File: config.mk
export PLATFORM = sky130hd
export DESIGN_NAME = markup_escape_translator_unit_flat
export DESIGN_NICKNAME = d
export VERILOG_FILES = /design/src/rtl/met_pkg.sv /design/src/rtl/met_req_if.sv /design/src/rtl/met_rsp_if.sv /design/src/rtl/met_front.sv /design/src/rtl/met_queue.sv /design/src/rtl/met_back.sv /design/src/rtl/markup_escape_translator_unit.sv /design/src/flat_wrapper.sv
export SDC_FILE = /design/constraint.sdc
export NUM_CORES = 1
export LEC_CHECK = 0
export BUFFER_PORTS_ARGS = -buffer_cell sky130_fd_sc_hd__clkbuf_2
export CAP_MARGIN = 20
export CORE_UTILIZATION = 40
export CTS_BUF_LIST = sky130_fd_sc_hd__clkbuf_8
export DETAILED_ROUTE_END_ITERATION = 10
export PLACE_DENSITY = 0.56
export RECOVER_POWER = 50
export SLEW_MARGIN = 20
export SYNTH_ARGS = -nofsm -noshare
export SYNTH_HDL_FRONTEND = slang
export SYNTH_SLANG_ARGS = --single-unit
File: constraint.sdc
create_clock -name clock -period 5.1 [get_ports clock]
set_input_delay 1.02 -clock clock [delete_from_list [all_inputs] [get_ports clock]]
set_output_delay 1.02 -clock clock [all_outputs]
set_load 0.01 [all_outputs]
File: src/rtl/met_pkg.sv
// ----------------------------------------------------------------------------
// met_pkg
// character codes, phase encoding and queue entry types of the translator
// ----------------------------------------------------------------------------
package met_pkg;

   localparam int MAX_OUT = 4;
   localparam int IDX_W   = 2;
   localparam int CNT_W   = 3;

   localparam logic [7:0] CH_NL    = 8'h0A;
   localparam logic [7:0] CH_HASH  = 8'h23;
   localparam logic [7:0] CH_LBRK  = 8'h5B;
   localparam logic [7:0] CH_RBRK  = 8'h5D;
   localparam logic [7:0] CH_LPAR  = 8'h28;
   localparam logic [7:0] CH_RPAR  = 8'h29;
   localparam logic [7:0] CH_TILDE = 8'h7E;
   localparam logic [7:0] CH_DASH  = 8'h2D;
   localparam logic [7:0] CH_LT    = 8'h3C;
   localparam logic [7:0] CH_GT    = 8'h3E;
   localparam logic [7:0] CH_AMP   = 8'h26;
   localparam logic [7:0] CH_SEMI  = 8'h3B;

   typedef enum logic [2:0] {
      PH_IDLE     = 3'd0,
      PH_NL       = 3'd1,
      PH_NL_HASH  = 3'd2,
      PH_NL_DASH  = 3'd3,
      PH_DELETED  = 3'd4,
      PH_DEL_HASH = 3'd5
   } met_phase_type;

   // bytes produced by one input item, count is 1 to MAX_OUT
   typedef struct packed {
      logic [MAX_OUT-1:0][7:0] data;
      logic [CNT_W-1:0]        count;
   } met_group_type;

   typedef struct packed {
      logic          valid;
      met_group_type group;
   } met_push_type;

   typedef struct packed {
      logic          valid;
      met_group_type group;
   } met_head_type;

endpackage

File: src/rtl/met_req_if.sv
// ----------------------------------------------------------------------------
// met_req_if
// input channel: one text byte or an end-of-stream marker per word
// ----------------------------------------------------------------------------
interface met_req_if;
   logic       valid;
   logic       ready;
   logic       action;
   logic [7:0] in_byte;

   modport source (output valid, output action, output in_byte, input ready);
   modport sink   (input valid, input action, input in_byte, output ready);
endinterface

File: src/rtl/met_rsp_if.sv
// ----------------------------------------------------------------------------
// met_rsp_if
// result channel: one translated byte per word, last closes an input item
// ----------------------------------------------------------------------------
interface met_rsp_if;
   logic       valid;
   logic       ready;
   logic [7:0] out_byte;
   logic       last;

   modport source (output valid, output out_byte, output last, input ready);
   modport sink   (input valid, input out_byte, input last, output ready);
endinterface

File: src/rtl/met_front.sv
// ----------------------------------------------------------------------------
// met_front
// accepts input words, tracks escape and line deletion state and builds the
// group of bytes each word produces
// ----------------------------------------------------------------------------
module met_front (
   input  logic                  clock,
   input  logic                  reset,
   met_req_if.sink               req_chan,
   input  logic                  queue_full,
   output met_pkg::met_push_type push
);
   import met_pkg::*;

   met_phase_type    phase_ff, phase_in;
   logic             pending_ff, pending_in;
   logic             accept;
   logic [7:0]       c;
   logic             c_nl, c_hash, c_dash;
   logic             nl_folds;
   logic             esc_hit, esc_keep;
   logic [7:0]       esc_sym;
   logic             r_fold, r_nl_hash, r_del_hash, r_dash, r_del_end, r_hash, r_esc;
   logic [MAX_OUT-1:0][7:0] pre_data;
   logic [CNT_W-1:0] pre_cnt;
   met_group_type    grp;

   assign req_chan.ready = !queue_full;
   assign accept         = req_chan.valid && !queue_full;
   assign c              = req_chan.in_byte;
   assign c_nl           = (c == CH_NL);
   assign c_hash         = (c == CH_HASH);
   assign c_dash         = (c == CH_DASH);

   // a newline folds into the held newline except inside a '#' or '#-' prefix
   assign nl_folds = !(phase_ff == PH_NL_HASH || phase_ff == PH_NL_DASH ||
                       phase_ff == PH_DEL_HASH);

   always_comb begin
      esc_hit  = 1'b1;
      esc_keep = 1'b0;
      esc_sym  = CH_HASH;
      case (c)
         CH_LBRK:  esc_sym = CH_LT;
         CH_RBRK:  esc_sym = CH_GT;
         CH_LPAR:  esc_sym = CH_AMP;
         CH_RPAR:  esc_sym = CH_SEMI;
         CH_TILDE: esc_sym = CH_HASH;
         CH_HASH:  esc_keep = 1'b1;
         default:  esc_hit = 1'b0;
      endcase
   end

   // rule chain, first match wins
   assign r_fold     = nl_folds && c_nl;
   assign r_nl_hash  = !r_fold && phase_ff == PH_NL && c_hash;
   assign r_del_hash = !r_fold && phase_ff == PH_DELETED && c_hash;
   assign r_dash     = (phase_ff == PH_NL_HASH || phase_ff == PH_DEL_HASH) && c_dash;
   assign r_del_end  = phase_ff == PH_NL_DASH && c_nl;
   assign r_hash     = !(r_fold || r_nl_hash || r_del_hash || r_dash || r_del_end) &&
                       !pending_ff && c_hash;
   assign r_esc      = !(r_fold || r_nl_hash || r_del_hash || r_dash || r_del_end) &&
                       pending_ff && esc_hit;

   // next state
   always_comb begin
      phase_in   = phase_ff;
      pending_in = pending_ff;
      if (accept) begin
         if (req_chan.action) begin
            phase_in   = PH_IDLE;
            pending_in = 1'b0;
         end else if (r_fold) begin
            phase_in   = PH_NL;
            pending_in = 1'b0;
         end else if (r_nl_hash) begin
            phase_in   = PH_NL_HASH;
            pending_in = 1'b1;
         end else if (r_del_hash) begin
            phase_in   = PH_DEL_HASH;
            pending_in = 1'b1;
         end else if (r_dash) begin
            phase_in   = PH_NL_DASH;
            pending_in = 1'b0;
         end else if (r_del_end) begin
            phase_in   = PH_DELETED;
            pending_in = 1'b0;
         end else if (r_hash) begin
            pending_in = 1'b1;
         end else if (r_esc) begin
            phase_in   = PH_IDLE;
            pending_in = esc_keep;
         end else begin
            phase_in   = PH_IDLE;
            pending_in = 1'b0;
         end
      end
   end

   // held-back prefix that a failed match or end of stream gives back
   always_comb begin
      pre_data = '0;
      pre_cnt  = '0;
      case (phase_ff)
         PH_NL: begin
            pre_data[0] = CH_NL;
            pre_cnt     = CNT_W'(1);
         end
         PH_NL_HASH: begin
            pre_data[0] = CH_NL;
            pre_data[1] = CH_HASH;
            pre_cnt     = CNT_W'(2);
         end
         PH_NL_DASH: begin
            pre_data[0] = CH_NL;
            pre_data[1] = CH_HASH;
            pre_data[2] = CH_DASH;
            pre_cnt     = CNT_W'(3);
         end
         default: begin
            if (pending_ff) begin
               pre_data[0] = CH_HASH;
               pre_cnt     = CNT_W'(1);
            end
         end
      endcase
   end

   // output group
   always_comb begin
      grp = '0;
      if (req_chan.action) begin
         grp.data  = pre_data;
         grp.count = pre_cnt;
      end else if (r_fold || r_nl_hash || r_del_hash || r_dash || r_del_end || r_hash) begin
         grp.count = '0;
      end else if (r_esc) begin
         if (phase_ff == PH_NL_HASH) begin
            grp.data[0] = CH_NL;
            grp.data[1] = esc_sym;
            grp.count   = CNT_W'(2);
         end else begin
            grp.data[0] = esc_sym;
            grp.count   = CNT_W'(1);
         end
      end else begin
         grp.data                   = pre_data;
         grp.data[pre_cnt[IDX_W-1:0]] = c;
         grp.count                  = pre_cnt + CNT_W'(1);
      end
   end

   assign push.valid = accept && (grp.count != '0);
   assign push.group = grp;

   always_ff @(posedge clock) begin
      if (reset) begin
         phase_ff   <= PH_IDLE;
         pending_ff <= 1'b0;
      end else begin
         phase_ff   <= phase_in;
         pending_ff <= pending_in;
      end
   end

endmodule

File: src/rtl/met_queue.sv
// ----------------------------------------------------------------------------
// met_queue
// short fifo of byte groups between the front and the back
// ----------------------------------------------------------------------------
module met_queue #(
   parameter int Depth = 4
) (
   input  logic                  clock,
   input  logic                  reset,
   input  met_pkg::met_push_type push,
   output logic                  full,
   output met_pkg::met_head_type head,
   input  logic                  pop
);
   import met_pkg::*;

   localparam int AW = $clog2(Depth);
   localparam int CW = $clog2(Depth + 1);

   met_group_type   entries_ff [Depth];
   logic [AW-1:0]   wr_ptr_ff, wr_ptr_in;
   logic [AW-1:0]   rd_ptr_ff, rd_ptr_in;
   logic [CW-1:0]   count_ff, count_in;
   logic            do_push, do_pop;

   assign full       = (count_ff == CW'(Depth));
   assign head.valid = (count_ff != '0);
   assign head.group = entries_ff[rd_ptr_ff];

   assign do_push = push.valid && !full;
   assign do_pop  = pop && head.valid;

   always_comb begin
      wr_ptr_in = wr_ptr_ff;
      rd_ptr_in = rd_ptr_ff;
      if (do_push) begin
         wr_ptr_in = (wr_ptr_ff == AW'(Depth - 1)) ? '0 : wr_ptr_ff + AW'(1);
      end
      if (do_pop) begin
         rd_ptr_in = (rd_ptr_ff == AW'(Depth - 1)) ? '0 : rd_ptr_ff + AW'(1);
      end
      case ({do_push, do_pop})
         2'b10:   count_in = count_ff + CW'(1);
         2'b01:   count_in = count_ff - CW'(1);
         default: count_in = count_ff;
      endcase
   end

   always_ff @(posedge clock) begin
      if (do_push) begin
         entries_ff[wr_ptr_ff] <= push.group;
      end
   end

   always_ff @(posedge clock) begin
      if (reset) begin
         wr_ptr_ff <= '0;
         rd_ptr_ff <= '0;
         count_ff  <= '0;
      end else begin
         wr_ptr_ff <= wr_ptr_in;
         rd_ptr_ff <= rd_ptr_in;
         count_ff  <= count_in;
      end
   end

endmodule

File: src/rtl/met_back.sv
// ----------------------------------------------------------------------------
// met_back
// walks the head group into the result register one byte per unstalled cycle
// ----------------------------------------------------------------------------
module met_back (
   input  logic                  clock,
   input  logic                  reset,
   input  met_pkg::met_head_type head,
   output logic                  pop,
   met_rsp_if.source             rsp_chan
);
   import met_pkg::*;

   logic [IDX_W-1:0] idx_ff, idx_in;
   logic             valid_ff, valid_in;
   logic [7:0]       byte_ff, byte_in;
   logic             last_ff, last_in;
   logic             load;
   logic             is_last;

   assign load    = !valid_ff || rsp_chan.ready;
   assign is_last = ({1'b0, idx_ff} == head.group.count - CNT_W'(1));
   assign pop     = load && head.valid && is_last;

   always_comb begin
      idx_in   = idx_ff;
      valid_in = valid_ff;
      byte_in  = byte_ff;
      last_in  = last_ff;
      if (load) begin
         valid_in = head.valid;
         byte_in  = head.group.data[idx_ff];
         last_in  = is_last;
         if (head.valid) begin
            idx_in = is_last ? '0 : idx_ff + IDX_W'(1);
         end
      end
   end

   assign rsp_chan.valid    = valid_ff;
   assign rsp_chan.out_byte = byte_ff;
   assign rsp_chan.last     = last_ff;

   always_ff @(posedge clock) begin
      byte_ff <= byte_in;
      last_ff <= last_in;
   end

   always_ff @(posedge clock) begin
      if (reset) begin
         idx_ff   <= '0;
         valid_ff <= 1'b0;
      end else begin
         idx_ff   <= idx_in;
         valid_ff <= valid_in;
      end
   end

endmodule

File: src/rtl/markup_escape_translator_unit.sv
// ----------------------------------------------------------------------------
// markup_escape_translator_unit
// byte stream filter for two-character escapes and '#-' line deletion
// ----------------------------------------------------------------------------
//
//   channel   dir   handshake      word
//   req_chan  in    valid/ready    action, in_byte
//   rsp_chan  out   valid/ready    out_byte, last
//
// one input word per cycle while the group queue has room; the front settles
// state in the accept cycle and the back sends one result byte per cycle
// while rsp_chan is ready. a word gives 0 to 4 bytes, sent one at a time,
// so the sustained rate is one word per cycle while groups stay at one byte.
// each byte passes the group queue, then the output register of the back.
// synchronous reset clears the phase, the pending '#', the queue and rsp valid.
// ----------------------------------------------------------------------------
module markup_escape_translator_unit #(
   parameter int QueueDepth = 4
) (
   input  logic      clock,
   input  logic      reset,
   met_req_if.sink   req_chan,
   met_rsp_if.source rsp_chan
);
   import met_pkg::*;

   met_push_type push;
   met_head_type head;
   logic         queue_full;
   logic         pop;

   met_front u_front (
      .clock      (clock),
      .reset      (reset),
      .req_chan   (req_chan),
      .queue_full (queue_full),
      .push       (push)
   );

   met_queue #(
      .Depth (QueueDepth)
   ) u_queue (
      .clock (clock),
      .reset (reset),
      .push  (push),
      .full  (queue_full),
      .head  (head),
      .pop   (pop)
   );

   met_back u_back (
      .clock    (clock),
      .reset    (reset),
      .head     (head),
      .pop      (pop),
      .rsp_chan (rsp_chan)
   );

endmodule

File: src/flat_wrapper.sv
// flat-port wrapper written by rule: the top's interface ports become plain ports
module markup_escape_translator_unit_flat import met_pkg::*;
#(
   parameter int QueueDepth = 4
)
  (clock, reset, req_chan_valid, req_chan_action, req_chan_in_byte, req_chan_ready, rsp_chan_valid, rsp_chan_out_byte, rsp_chan_last, rsp_chan_ready);
  met_req_if req_chan_i ();
  met_rsp_if rsp_chan_i ();
  input  logic clock;
  input  logic reset;
  input wire logic [$bits(req_chan_i.valid)-1:0] req_chan_valid;
  input wire logic [$bits(req_chan_i.action)-1:0] req_chan_action;
  input wire logic [$bits(req_chan_i.in_byte)-1:0] req_chan_in_byte;
  output wire logic [$bits(req_chan_i.ready)-1:0] req_chan_ready;
  output wire logic [$bits(rsp_chan_i.valid)-1:0] rsp_chan_valid;
  output wire logic [$bits(rsp_chan_i.out_byte)-1:0] rsp_chan_out_byte;
  output wire logic [$bits(rsp_chan_i.last)-1:0] rsp_chan_last;
  input wire logic [$bits(rsp_chan_i.ready)-1:0] rsp_chan_ready;
  assign req_chan_i.valid = req_chan_valid;
  assign req_chan_i.action = req_chan_action;
  assign req_chan_i.in_byte = req_chan_in_byte;
  assign req_chan_ready = req_chan_i.ready;
  assign rsp_chan_valid = rsp_chan_i.valid;
  assign rsp_chan_out_byte = rsp_chan_i.out_byte;
  assign rsp_chan_last = rsp_chan_i.last;
  assign rsp_chan_i.ready = rsp_chan_ready;
  markup_escape_translator_unit #(.QueueDepth(QueueDepth)) u_core (.clock(clock), .reset(reset), .req_chan(req_chan_i), .rsp_chan(rsp_chan_i));
endmodule
==> flow_metrics.tcl <==
set metrics [dict create \
    num_vias 4194 \
    final_hold_viol_count 0 \
    avgViaCountPerCell 5.74 \
    first_pass_iters 4 \
    diodes 0 \
    dpl-instance-area_um2 7840 \
    syn_area_um2 7550 \
    numCtsBuffers 17 \
    yosysWarnings 0 \
    yosysTopAreaCell "edfxtp_1" \
    final_area_um2 8190 \
    tightest_slew_ns 0.853 \
    ys.flop_type "edfxtp_1" \
    ant_nets 0 \
    wl_met3_um 624 \
    dieHeight_um 139 \
    cts_htree_levels 4 \
    nets 514 \
    postRouteWirelength_um 15300 \
    required_ns 5.25 \
    rows 49 \
    finalNonFillerCells 731 \
    grt_max_degree 36 \
    syn_inst 472 \
    finalClockSkew_ns 0.0116 \
    synth_area_per_cell_um2 16.0 \
    endpoint_kind "flip-flop" \
    grt_pass1_vias 4280 \
    max_freq_mhz 237 \
    drive_above_1_share 0.203 \
    placeableCoreArea_um2 18200 \
    dieWidth_um 139 \
    cts_repair_resize_count 0 \
    met1_length_um 7080 \
    area_growth_pct 8.49 \
    cts_tree "built" \
    synthArstFlopShare 0 \
    route.met2.wl_um 7520 \
    startpoint_type "input pin" \
    power.density_nw_per_um2 337 \
    clock_sink_count 165 \
    setup-tns-final_ns 0 \
    setup_slack_ns 0.886 \
    grt_remaining_overflow 0 \
    clk_latency_ns 0.44 \
    dp.cells 699 \
    wl_per_cell_um 20.9 \
    synthesis.nets 497 \
    drc 0 \
    postCtsSetupBuffers 0 \
    portBuffers 23 \
    max_cap_viol_count 0 \
    first_iter_violations 355 \
    peakVddDrop_uv 172 \
    setup_viol 0 \
    final_max_slew_viol_count 0 \
    io_pins 24 \
    dieArea_um2 19400 \
    rsz0062_at_grt "no" \
    cp_max_fo 17 \
    synth-edff-count 149 \
    final_common_cell "edfxtp_1" \
    cts_hold_buf 0 \
    relSlewSlack 0.431 \
    fillers 1571 \
    path_clk_slew_ns 0.08 \
    gp_congestion 0.858 \
    cts_buffer_depth 2 \
    dpl.hpwl_um 9530 \
    synth_cell_types 64 \
    fin_crit_sh 0.826 \
    power.total_mw 2.76 \
    grt_use_total 0.168 \
    rrSetupSlack_ns 1.20 \
    cts-root-buf "clkbuf_8" \
    yosysTopAreaCellShare 0.593 \
    synth.area.top_cells "edfxtp_1, mux4_2, dfxtp_1, ha_1, and3_1" \
    r2r_cells 13 \
    min_period_ns 4.21 \
    yosysSeqAreaShare 0.635 \
    p_leak_nw 2.80 \
    ys_ff_latch 165 \
    hp-class "flip-flop to flip-flop" \
    initial_utilization 0.414 \
    antenna_found_initial 0 \
    final_cell_mix "edfxtp_1, mux4_2, nor2_1" \
    dr.max_layer_used "met4" \
    critPathKind "input pin to flip-flop" \
    worst_ep_arrival_time_ns 4.37 \
    grt_pass1_wl_um 24000 \
    pre_cts_slack_ns 0.728 \
    worstHoldPathCells 2 \
    status "finished, final reports clean" \
]
-- final timing paths --
kind / to / start
setup / recovery: u_core.u_queue.entries_ff[0][16] / req_chan_in_byte[3]
hold / removal: u_core.u_queue.count_ff[2] / u_core.u_queue.count_ff[2]
setup reg to reg: u_core.u_queue.count_ff[2] / u_core.u_front.phase_ff[1]
hold reg to reg: u_core.u_queue.count_ff[2] / u_core.u_queue.count_ff[2]
-- kinds of logic after synthesis --
| group | share of synthesized area |
|---|---|
| buffers and inverters | 0.0262 |
| adders and majority gates | 0.0209 |
| xor gates and xnor gates | 0.00929 |
| DFF | 0.635 |
| AOI/OAI and AO/OA | 0.0635 |
| muxes | 0.146 |
| and+or+nand+nor | 0.0985 |
-- synthesized netlist by cell type (2+ instances only) --
master    instances
a21o_1            5
a21oi_1          13
a31oi_1           3
and2_1            6
and3_1           20
buf_1             5
buf_2             5
buf_6             4
clkbuf_1         17
dfxtp_1          16
edfxtp_1        149
ha_1             11
inv_1            10
mux2_2            4
mux2i_1           9
mux4_2           43
nand2_1          20
nand2b_1          6
nand3_1           7
nand3b_1          7
nand4_1           4
nand4b_1          2
nor2_1           22
nor3_1           10
nor3b_1           3
nor4_1            3
o211a_1           5
o21a_1            4
o21ai_0          12
o21ai_2           3
o22ai_1           2
o311ai_2          2
or3_1             2
or3b_1            2
xnor2_1           5
xor2_1            3
-- flip-flops by register name, indices dropped and copies added, names as in the netlist, named ones only --
register and cells:
u_core.u_front.pending_ff 1, u_core.u_queue.count_ff 3, u_core.u_back.rsp_chan.out_byte 8, u_core.u_queue.entries_ff 140, u_core.u_back.rsp_chan.valid 1, u_core.u_back.rsp_chan.last 1, u_core.u_queue.rd_ptr_ff 2, u_core.u_front.phase_ff 3
u_core.u_back.idx_ff 2, u_core.u_queue.wr_ptr_ff 2
-- routing by layer --
layer | up-vias | global-route usage
li1 | 1913 | -
met1 | 2179 | 0.225
met2 | 94 | 0.275
met3 | 8 | 0.0310
met4 | 0 | 0.0614
met5 | - | 0
-- critical path: stages --
cell	delay, ns
clkbuf_1	0.43
nor2b_1	0.24
nand4_1	0.15
o21ai_0	0.64
nand4_1	0.81
mux2_2	0.54
o31ai_1	0.53
-- metrics by stage --
step                      hold slack, ns  utilization
after floorplan                    0.472            -
after global placement             0.495        0.431
after detailed placement           0.514        0.431
after CTS                          0.524        0.453
after global routing               0.546        0.450
final                              0.522        0.450
-- where the power goes --
part | leakage [nW] | switching [mW] | internal [mW]
logic | 1.10 | 0.127 | 0.107
clock network | 0.210 | 0.472 | 0.488
registers | 1.49 | 0.0371 | 1.53
-- area by class of cell --
cell class	count	area, um2	area share
Clock inverter	15	179	0.0219
Sequential cell	165	4790	0.586
Multi-Input combinational cell	265	2510	0.306
Inverter	10	37.5	0.00459
Timing Repair Buffer	30	149	0.0182
Clock buffer	17	234	0.0286
Tap cell	229	287	0.0350
Power figures use the tool's default switching activity.
